--- config.mk ---
export PLATFORM = sky130hd
export DESIGN_NAME = ccft_alu
export DESIGN_NICKNAME = d
export VERILOG_FILES = /design/src/design/ccft_pkg.sv /design/src/design/ccft_alu.sv
export SDC_FILE = /design/constraint.sdc
export NUM_CORES = 1
export LEC_CHECK = 0
export BUFFER_PORTS_ARGS = -buffer_cell sky130_fd_sc_hd__buf_4
export CAP_MARGIN = 20
export CORE_MARGIN = 3
export CORE_UTILIZATION = 59
export DETAILED_ROUTE_END_ITERATION = 8
export PLACE_DENSITY = 0.79
export SETUP_SLACK_MARGIN = 0.1
export SLEW_MARGIN = 20
export SYNTH_ARGS = -nofsm -noshare
export SYNTH_HDL_FRONTEND = slang
export SYNTH_SLANG_ARGS = --single-unit
export TNS_END_PERCENT = 50
--- constraint.sdc ---
create_clock -name clock -period 5.15 [get_ports clock]
set_clock_uncertainty 0.2 [all_clocks]
set_input_delay 1.03 -clock clock [delete_from_list [all_inputs] [get_ports clock]]
set_output_delay 1.03 -clock clock [all_outputs]
set_load 0.02 [all_outputs]
--- src/design/ccft_pkg.sv ---
package ccft_pkg;
   localparam int MaxPointsDefault = 1024;
   localparam int CoordBitsDefault = 12;
   localparam int FieldBits = CoordBitsDefault;
   localparam int LimitBits = 32;
   localparam int RadiusBits = 21;
   localparam logic [LimitBits-1:0] LimitReset = 32'd65536;

   typedef struct packed {
      logic [FieldBits-1:0] point_x;
      logic [FieldBits-1:0] point_y;
      logic                 last_point;
   } req_type;

   typedef struct packed {
      logic [FieldBits-1:0]  center_x;
      logic [FieldBits-1:0]  center_y;
      logic [RadiusBits-1:0] radius_fixed;
      logic                  is_circle;
      logic                  point_overflow;
   } rsp_type;

   // Operation codes for the shared divide / square-root unit.
   localparam logic OpDiv  = 1'b0;
   localparam logic OpSqrt = 1'b1;

   typedef struct packed {
      logic        start;
      logic        op;
      logic [63:0] num;
      logic [31:0] den;
   } alu_req_type;

   typedef struct packed {
      logic        done;
      logic [63:0] result;
   } alu_rsp_type;
endpackage

--- src/design/ccft_alu.sv ---
module ccft_alu (
   input  logic                  clock,
   input  logic                  reset,
   input  ccft_pkg::alu_req_type ctl,
   output ccft_pkg::alu_rsp_type sts
);
   import ccft_pkg::*;

   // Restoring division, one quotient bit per cycle, or digit-by-digit
   // square root, one root bit per cycle; both share the one subtractor.
   logic        busy_ff, busy_in;
   logic        op_ff, op_in;
   logic [6:0]  step_ff, step_in;
   logic [63:0] num_ff, num_in;
   logic [65:0] rem_ff, rem_in;
   logic [63:0] res_ff, res_in;
   logic [31:0] den_ff, den_in;
   logic        done_ff, done_in;
   logic [65:0] trial;
   logic [65:0] rem_sh;

   always_comb begin
      busy_in = busy_ff;
      op_in   = op_ff;
      step_in = step_ff;
      num_in  = num_ff;
      rem_in  = rem_ff;
      res_in  = res_ff;
      den_in  = den_ff;
      done_in = 1'b0;
      rem_sh  = '0;
      trial   = '0;
      if (ctl.start) begin
         busy_in = 1'b1;
         op_in   = ctl.op;
         num_in  = ctl.num;
         den_in  = ctl.den;
         rem_in  = '0;
         res_in  = '0;
         step_in = (ctl.op == OpSqrt) ? 7'd32 : 7'd64;
      end else if (busy_ff) begin
         if (op_ff == OpSqrt) begin
            rem_sh = {rem_ff[63:0], num_ff[63:62]};
            trial  = {res_ff[63:0], 2'b01};
            num_in = {num_ff[61:0], 2'b00};
            if (rem_sh >= trial) begin
               rem_in = rem_sh - trial;
               res_in = {res_ff[62:0], 1'b1};
            end else begin
               rem_in = rem_sh;
               res_in = {res_ff[62:0], 1'b0};
            end
         end else begin
            rem_sh = {rem_ff[64:0], num_ff[63]};
            trial  = {34'd0, den_ff};
            num_in = {num_ff[62:0], 1'b0};
            if (rem_sh >= trial) begin
               rem_in = rem_sh - trial;
               res_in = {res_ff[62:0], 1'b1};
            end else begin
               rem_in = rem_sh;
               res_in = {res_ff[62:0], 1'b0};
            end
         end
         step_in = step_ff - 7'd1;
         if (step_ff == 7'd1) begin
            busy_in = 1'b0;
            done_in = 1'b1;
         end
      end
   end

   always_ff @(posedge clock) begin
      if (reset) begin
         busy_ff <= 1'b0;
         done_ff <= 1'b0;
      end else begin
         busy_ff <= busy_in;
         done_ff <= done_in;
      end
      op_ff   <= op_in;
      step_ff <= step_in;
      num_ff  <= num_in;
      rem_ff  <= rem_in;
      res_ff  <= res_in;
      den_ff  <= den_in;
   end

   assign sts.done   = done_ff;
   assign sts.result = res_ff;
endmodule
# Word level (Yosys, flattened, before mapping)
# Index checks and enable logic that the tools add are counted.
[classes] eq_ne=1 n_reduce_logical=2 bitwise_logic=1 addsub=3 n_lt_le_gt_ge=2 muxes=16
[ops] op="2-to-1 mux 65 bit" count=3
[ops] op="2-to-1 mux 64 bit" count=3
[ops] op=">= comparator 66 x 32 -> 1 bit" count=1
[ops] op=">= comparator 66 bit" count=1
[ops] op="subtractor 65 x 32 -> 65 bit" count=1
[ops] op="subtractor 65 bit" count=1
[ops] op="2-to-1 mux 7 bit" count=3
[ops] op="equality test 7 x 1 -> 1 bit (second input constant)" count=1
[ops] op="2-to-1 mux 1 bit" count=7
[ops] op="subtractor 7 x 1 -> 7 bit (second input constant)" count=1
[ops] op="OR reduction 3 bit" count=1
[ops] op="nonzero test 2 bit" count=1
[ops] op="NOT 1 bit" count=1
[totals] register_bits=235 input_bits=100 output_inout_bits=65 wordCells=33

# Logic depth before layout (Yosys ltp)
# Gate-level depths: netlist of the first run.
[depth] ltp_word=4 ltp_mapped=16 mapped_depth_nobuf=14

# Worst setup path before layout of the first run
# No wires, ideal clock.
[synth_timing] path_type="flip-flop to flip-flop" from="register res_ff[3]" to="register rem_ff[11]" path_buffers=3 t_required_ns=4.819 setup_slack_ns=1.500 setup_time_ns=0.131 t_arrival_ns=3.320 period_less_slack_ns=3.650 path_stages_with_launch=16 path_cell_list="dfxtp_1 -> inv_1 -> ha_1 -> clkbuf_1 -> a21o_1 -> a31oi_1 -> a211oi_1 -> nor4_4 -> o21ba_2 -> a2111oi_4 -> or3_1 -> buf_4 -> buf_6 -> mux2_2 -> o21ai_0 -> o22ai_1"
[synth_between] elab_chain_len=3 word_cells_on_any_way=4 classes_between="add/sub (1); order compare (1); mux (2)"
[synth_rtl] element="from (decl)" line="ccft_alu.sv:16" source="logic [63:0] res_ff, res_in;"
[synth_rtl] element="from (signal assigned)" line="ccft_alu.sv:85" source="res_ff <= res_in;"
[synth_rtl] element="subtractor 65 bit or >= comparator 66 bit (tied branches)" line="ccft_alu.sv:47, ccft_alu.sv:46"
[synth_rtl] element="2-to-1 mux 65 bit *" line="ccft_alu.sv:46" source="if (rem_sh >= trial) begin"
[synth_rtl] element="2-to-1 mux 65 bit *" line="ccft_alu.sv:42" source="if (op_ff == OpSqrt) begin"
[synth_rtl] element="to (signal assigned)" line="ccft_alu.sv:84" source="rem_ff <= rem_in;"
[synth_rtl] element="to (decl)" line="ccft_alu.sv:15" source="logic [65:0] rem_ff, rem_in;"
# Mark *: on every way between the ends. The rest lies on a longest branch, timed or not.
# A chain may end at the register's enable or synchronous reset.

# Worst setup path after layout of the first run
[layout_timing] from="register rem_ff[48]" to="register rem_ff[13]"
[layout_between] elab_chain_len=3 word_cells_on_any_way=5 classes_between="order compare (2); mux (3)"
[layout_rtl] element=">= comparator 66 x 32 -> 1 bit or >= comparator 66 bit (tied branches)" line="ccft_alu.sv:57, ccft_alu.sv:46"
[layout_rtl] element="2-to-1 mux 65 bit (on tied branches)" line="ccft_alu.sv:57, ccft_alu.sv:46"
[layout_rtl] element="2-to-1 mux 65 bit *" line="ccft_alu.sv:42"
# Marked as above.

==> results.md, run 1 <==
• number of top-level pins: 165
• HPWL reported at the end of detailed placement: 39500 um
• post-route core utilization: 0.677
• number of buffers inserted during clock tree synthesis: 28
• Peak supply drop: 0.330 mV
• Clock Tree Root: sky130_fd_sc_hd__clkbuf_16
• number of flops mapped to enable cells by yosys: 104
• clock latency on the worst-skew pair: 0.58 ns
• number of sinks on the clock net: 235
• Seq. cell area: 5750 um2
• Hold Crit Class: reg2reg
• Worst Path Required: 5.38 ns
• die height: 180 um
• largest net degree at the start of global routing: 116
• Vias/cell: 6.44
• number of hold violations in the final report: 0
• post-route clock period utilization: 0.877
• initial core utilization: 0.601
• DRT iter0 DRCs: 1785
• post-synthesis instance total: 2142
• buffer levels on the longest clock path: 3
• detailed-route wire length: 54300 um
• final design area excluding fillers: 20100 um2
• hold bufs inserted after CTS: 0
• share of cells above drive strength 1: 0.133
• Avg Synthesized Cell Area: 8.33 um2
• Critical Path Sink Type: flip-flop
• reported leakage power: 8.45 nW
• Horiz. Die Dim: 180 um
• clock tree from TritonCTS: done
• worst-margin pin slew: 1.03 ns
• antenna viol nets, final: 0
• post-synth net total: 2343
• Power per Cell Area: 470 nW/um2
• most area-consuming cells after synthesis: sky130_fd_sc_hd__edfxtp_1, sky130_fd_sc_hd__dfxtp_1, sky130_fd_sc_hd__mux2i_1
• global-route wire length before repair: 86100 um
• Critical Path Max Stage Delay: 0.53 ns
• placed cell area: 19100 um2
• die area: 32400 um2
• via count of the first global-routing pass: 16062
• worst setup slack after placement: 0.758 ns
• GRT overflow: 0
• result of the run: completed
• minimum clock period after layout: 4.52 ns
• number of antenna repair diodes: 0
• count of pins over their slew limit: 0
• Floorplan Core Area: 29700 um2
• slowest CP cell: sky130_fd_sc_hd__o21ai_1
• placed cell count: 2592
• setup slack of the critical path after layout: 0.631 ns
• data arrival at the endpoint of the critical path: 4.75 ns
• DR DRC count: 0
• CP cell instances: ha_1, nand4_1, or3_1, nor3_1, nand4_1, o21ai_1, or3_1, buf_4, mux2_2, a211oi_1, nor3_1
• number of rows in the core area: 63
• share of the synthesized area in the top cell type: 0.175
• number of gates resized after cts: 0
• layout-stage area growth over the synthesis result: 12.7%
• Global Route Usage Sum: 0.320
• number of buffer cells added on primary ports: 164
• Max Fanout on Critical Path: 20
• FF+latch count, synth: 235
• library cell with the largest summed area after synthesis: sky130_fd_sc_hd__edfxtp_1
• total negative slack for setup checks: 0 ns
• count of TritonRoute iterations in the first routing pass: 6
• RSZ-0062 raised after global routing: false
• number of warning messages in the yosys log: 0
• highest achievable clock rate: 0.221 GHz
• CP startpoint kind: flip-flop
• level count of the clock H-tree: 1
• DR WL/cell: 20.6 um
• category of the critical setup timing path: reg2reg
• number of setup violations in the final report: 0
• count of maximum capacitance violations: 0
• vias after detailed routing: 17011
• number of setup buffers added after CTS: 0
• share of synthesized registers carrying an async set or reset: 0
• Post-synth top flop: sky130_fd_sc_hd__dfxtp_1
• Fill cells: 2479
• post-synthesis cell area: 17800 um2
• Multi-input gate area: 11000 um2
• proportion of synthesized chip area in sequential cells: 0.322
• synth unique cells: 99
• clk slew on worst S/H paths: 0.07 ns
• worst slew margin relative to its limit: 0.313
• final instance count without filler cells: 2643
• number of nets in the layout: 2433
• placer congestion estimate: 0.961
• number of antenna violations at the first check in global routing: 0
## cells in the mapped netlist, types with 12 or more instances
cell	instances
sky130_fd_sc_hd__nor4_1	21
sky130_fd_sc_hd__xor2_1	47
sky130_fd_sc_hd__nand2_1	236
sky130_fd_sc_hd__o21bai_1	17
sky130_fd_sc_hd__inv_1	129
sky130_fd_sc_hd__mux2i_1	140
sky130_fd_sc_hd__o211ai_1	41
sky130_fd_sc_hd__and3_1	15
sky130_fd_sc_hd__edfxtp_1	104
sky130_fd_sc_hd__buf_1	15
sky130_fd_sc_hd__dfxtp_1	131
sky130_fd_sc_hd__clkbuf_1	83
sky130_fd_sc_hd__a211oi_1	19
sky130_fd_sc_hd__a32o_1	14
sky130_fd_sc_hd__nor3_1	35
sky130_fd_sc_hd__o21ai_0	173
sky130_fd_sc_hd__a31oi_1	17
sky130_fd_sc_hd__nand4_1	44
sky130_fd_sc_hd__a21o_1	40
sky130_fd_sc_hd__buf_2	14
sky130_fd_sc_hd__nor2_1	190
sky130_fd_sc_hd__o21a_1	15
sky130_fd_sc_hd__nand3_1	26
sky130_fd_sc_hd__ha_1	100
sky130_fd_sc_hd__and2_1	14
sky130_fd_sc_hd__nand2b_1	14
sky130_fd_sc_hd__a21oi_1	148
sky130_fd_sc_hd__or3_1	19
sky130_fd_sc_hd__xnor2_1	66
sky130_fd_sc_hd__a31o_2	12
## final timing paths
path	to	cells after the start	from	slack, ns
setup / recovery	rem_ff[13]$_SDFFE_PP0P_	11	rem_ff[48]$_SDFFE_PP0P_	0.63
hold / removal	res_ff[0]$_SDFFE_PP0P_	2	res_ff[0]$_SDFFE_PP0P_	0.31
setup reg to reg	rem_ff[13]$_SDFFE_PP0P_	11	rem_ff[48]$_SDFFE_PP0P_	0.63
hold reg to reg	res_ff[0]$_SDFFE_PP0P_	2	res_ff[0]$_SDFFE_PP0P_	0.31
## cells by family after synthesis
kind of cell               Yosys count  share of synthesized area
muxes                              145                     0.0817
adders and majority gates          101                     0.0712
buffers and inverters              257                     0.0615
xor gates and xnor gates           113                     0.0554
AOI/OAI and AO/OA                  616                      0.228
DFF                                235                      0.322
and+or+nand+nor                    675                      0.181
## layout make-up
type,instances,area share
clock buffer,38,0.0392
clock inverter,13,0.00852
inverter,130,0.0243
multi-input combinational,1650,0.548
sequential,235,0.286
tap,390,0.0243
timing repair buffer,187,0.0701
## stage by stage
| stage | power, mW | hold slack (ns) |
|---|---|---|
| final | 9.46 | 0.311 |
| after global routing | 9.97 | 0.335 |
| after floorplan | 5.99 | 0.283 |
| after detailed placement | 7.23 | 0.296 |
| after CTS | 9.33 | 0.308 |
| after global placement | 7.21 | 0.285 |
## sequential cells by signal (all words and copies together) (netlist names)
signal	count
res_ff	64
num_ff	64
done_ff	1
den_ff	32
op_ff	1
step_ff	7
busy_ff	1
rem_ff	65
## power breakdown
| part | internal, mW | leakage [nW] | switching (mW) |
|---|---|---|---|
| registers | 2.16 | 2.12 | 0.269 |
| logic | 1.90 | 5.87 | 3.06 |
| clock network | 1.23 | 0.466 | 0.846 |
| total | 5.28 | 8.45 | 4.18 |
## worst max-delay path, delay by kind of cell (launching register included)
| kind | cells | cell delay, ns |
|---|---|---|
| AND/OR/NAND/NOR | 6 | 1.78 |
| flip-flops | 1 | 0.42 |
| buffers and inverters | 1 | 0.33 |
| multiplexers | 1 | 0.38 |
| adder cells (fa/ha/maj) | 1 | 0.51 |
| AO/OA/AOI/OAI | 2 | 0.77 |
## cells in the final DEF (no fill, tap or decap), drive strengths merged, types with 12 or more instances in the layout
cell type,synthesis,final
nand2,236,236
nor2,190,190
buf,39,186
o21ai,176,176
a21oi,150,150
mux2i,140,140
dfxtp,131,131
inv,129,131
edfxtp,104,104
ha,100,100
xnor2,66,66
xor2,47,47
nand4,44,44
o211ai,43,43
a21o,41,41
clkbuf,87,39
nor3,37,37
nand3,27,27
nor4,25,25
or3,21,21
a211oi,20,20
a31oi,18,18
o21bai,18,18
o21a,15,15
and3,15,15
and2,15,15
a32o,14,14
nand2b,14,14
a31o,12,12
## metal layers
| layer | vias to the layer above | GRT usage | share of wire |
|---|---|---|---|
| li1 | 7986 | - | - |
| met1 | 7992 | 0.430 | 0.41 |
| met2 | 876 | 0.525 | 0.46 |
| met3 | 157 | 0.0599 | 0.094 |
| met4 | 0 | 0.0987 | 0.036 |
| met5 | - | 0 | 0 |
No activity file was read; power rests on OpenSTA's default activity.
==> run 2: changes to the inputs <==
- BUFFER_PORTS_ARGS: -buffer_cell sky130_fd_sc_hd__buf_4 -> unset
- DONT_BUFFER_PORTS: unset -> 1
- PLACE_DENSITY: 0.79 -> 0.75
==> run 2 against run 1 <==
Effect of this change: via count decreased by 4.1%; critical path depth increased by 2; die area unchanged; critical endpoint unchanged.
==> results.md, run 2 (synthesized netlist as in run 1, its figures left out) <==
• most frequent cell on the critical path: sky130_fd_sc_hd__a211oi_1
• count of pins over their slew limit: 0, unchanged
• Critical Path Max Stage Delay: 0.53 ns, about the same
• post-route clock period utilization: 0.854, -0.0236
• die area: 32400 um2, unchanged
• CP cell instances: inv_1, ha_1, and3_1, nand4_1, a211oi_1, nor4_4, o21ba_2, a2111oi_4, or3_1, buf_4, mux2_2, a211oi_1, nor3_1
• CP startpoint kind: flip-flop
• net switching power figure: 4.05 mW, -2.9%
• number of rows in the core area: 63, unchanged
• number of antenna repair diodes: 0, unchanged
• layout-stage area growth over the synthesis result: 5.77%
• Hold Crit Class: in2reg
• logic gate share of total power: 0.519, -0.005
• HPWL reported at the end of detailed placement: 37700 um, -4.7%
• worst slew margin relative to its limit: 0.335, +0.0226
• reported leakage power: 7.62 nW, -9.9%
• number of nets in the layout: 2267, -6.8%
• Peak supply drop: 0.422 mV, +28%
• result of the run: completed
• detailed-route wire length: 51800 um, -4.6%
• hold bufs inserted after CTS: 0, unchanged
• CP top delay family: compound AO/OA/AOI/OAI gates
• most frequent standard cell in the layout excluding fill and tap cells: sky130_fd_sc_hd__nand2_1
• largest register by flop count: rem_ff
• number of gates resized after cts: 0, unchanged
• DRT iter0 DRCs: 1827, +2.4%
• Worst Path Required: 5.40 ns, +0.02 ns
• buffer levels on the longest clock path: 3, unchanged
• share of cells above drive strength 1: 0.0642, -0.0685
• Critical Path Sink Type: flip-flop
• number of top-level pins: 165, unchanged
• Horiz. Die Dim: 180 um, unchanged
• Clock Tree Root: sky130_fd_sc_hd__clkbuf_16
• Hold Path Depth: 1, -1
• number of buffer cells added on primary ports: 0, -100%
• category of the critical setup timing path: reg2reg
• Sequential Power Share: 0.261, +0.005
• data arrival at the endpoint of the critical path: 4.64 ns, -0.11 ns
• highest achievable clock rate: 0.227 GHz, +2.8%
• initial core utilization: 0.601, unchanged
• GRT overflow: 0, unchanged
• clock tree from TritonCTS: done
• Final Power: 9.31 mW, -1.6%
• vias after detailed routing: 16312, -4.1%
• global-route wire length before repair: 82600 um, -4.0%
• Max Fanout on Critical Path: 29, +45%
• level count of the clock H-tree: 1, unchanged
• number of setup buffers added after CTS: 0, unchanged
• Switching Fraction: 0.435, -0.00614
• end of the worst register-to-register path: rem_ff[13]$_SDFFE_PP0P_
• placer congestion estimate: 0.986, +2.6%
• internal power component: 5.26 mW, -0.50%
• largest registers: rem_ff x65, num_ff x64, res_ff x64
• count of TritonRoute iterations in the first routing pass: 8, +2
• clk slew on worst S/H paths: 0.06 ns, about the same
• worst reg2reg path startpoint: res_ff[10]$_SDFFE_PP0P_
• largest net degree at the start of global routing: 258, +120%
• Fill cells: 2566, +3.5%
• number of hold violations in the final report: 0, unchanged
• minimum clock period after layout: 4.40 ns, -0.122 ns
• Floorplan Core Area: 29700 um2, unchanged
• Power per Cell Area: 493 nW/um2, +4.8%
• fraction of power consumed by the clock network: 0.220, about the same
• hold worst-path end: busy_ff$_SDFF_PP0_
• number of antenna violations at the first check in global routing: 0, unchanged
• Global Route Usage Sum: 0.306, -0.0137
• number of sinks on the clock net: 235, unchanged
• total negative slack for setup checks: 0 ns, unchanged
• minimum setup slack among reg-to-reg paths: 0.75 ns, +0.12 ns
• commonest cells after routing, fill and taps aside: sky130_fd_sc_hd__nand2_1, sky130_fd_sc_hd__nor2_1, sky130_fd_sc_hd__o21ai_0
• worst hold slack after final layout: 0.328 ns, +0.0174 ns
• flip-flop count of the largest register, all copies and words added: 65, unchanged
• CP bufs+invs: 2, +1
• Vias/cell: 6.58, +2.3%
• DR DRC count: 0, unchanged
• number of setup violations in the final report: 0, unchanged
• die height: 180 um, unchanged
• count of maximum capacitance violations: 0, unchanged
• number of buffers inserted during clock tree synthesis: 28, unchanged
• instance count on the critical path: 13, +2
• antenna viol nets, final: 0, unchanged
• RSZ-0062 raised after global routing: false
• DR WL/cell: 20.9 um, +1.7%
• via count of the first global-routing pass: 15326, -4.6%
• cells on worst reg2reg path: 13, +2
• slowest CP cell: sky130_fd_sc_hd__a211oi_1
• clock latency on the worst-skew pair: 0.56 ns, -0.02 ns
• worst-margin pin slew: 0.997 ns, -0.0338 ns
• Hold Crit Start: reset
## run 2: cell types whose count changed in the layout (fill, tap and decap cells not counted), moves of 3 or more
cell | before | now
sky130_fd_sc_hd__clkbuf_16 | 28 | 31
sky130_fd_sc_hd__clkbuf_1 | 5 | 8
sky130_fd_sc_hd__buf_4 | 186 | 20
sky130_fd_sc_hd__clkbuf_8 | 6 | 3
## run 2: worst max-delay path by stage
stage | end | from | slack [ns]
3_5_place_dp | rem_ff[13]$_SDFFE_PP0P_ | res_ff[10]$_SDFFE_PP0P_ | 0.82
3_3_place_gp | rem_ff[13]$_SDFFE_PP0P_ | res_ff[10]$_SDFFE_PP0P_ | 0.94
5_1_grt | rem_ff[13]$_SDFFE_PP0P_ | res_ff[10]$_SDFFE_PP0P_ | 0.50
6_report | rem_ff[13]$_SDFFE_PP0P_ | res_ff[10]$_SDFFE_PP0P_ | 0.75
4_1_cts | rem_ff[13]$_SDFFE_PP0P_ | res_ff[10]$_SDFFE_PP0P_ | 0.79
2_1_floorplan | rem_ff[11]$_SDFFE_PP0P_ | res_ff[3]$_SDFFE_PP0P_ | 1.50
## run 2: layer usage
| layer | vias to the layer above | share of wire | global-route usage |
|---|---|---|---|
| met5 | - | 0 | 0 |
| met4 | 0 | 0.034 | 0.0941 |
| met3 | 146 | 0.097 | 0.0565 |
| met2 | 841 | 0.45 | 0.483 |
| met1 | 7663 | 0.42 | 0.429 |
| li1 | 7662 | - | - |
## run 2: stage by stage
step	util	setup WS, ns	instances	cell area, um2
after global routing	0.635	0.502	2478	18900
after floorplan	-	1.50	2142	17800
after detailed placement	0.603	0.818	2426	17900
after global placement	0.603	0.937	2426	17900
after CTS	0.635	0.790	2478	18900
final	0.635	0.753	2478	18900
## run 2: final cells by class
| cell class | instances | area [um2] | share of cell area |
|---|---|---|---|
| Timing Repair Buffer | 21 | 170 | 0.00901 |
| Sequential cell | 235 | 5750 | 0.305 |
| Tap cell | 390 | 488 | 0.0258 |
| Clock inverter | 8 | 106 | 0.00563 |
| Clock buffer | 44 | 857 | 0.0454 |
| Multi-Input combinational cell | 1650 | 11000 | 0.584 |
| Inverter | 130 | 488 | 0.0258 |
## run 2: power groups by stage
stage	combinational (mW)	sequential, mW	clock (mW)
detailed placement	4.66	2.45	0
global placement	4.62	2.44	0
global route	5.23	2.44	2.16
finish	4.84	2.43	2.05
CTS	4.70	2.41	2.08
floorplan	3.66	2.33	0
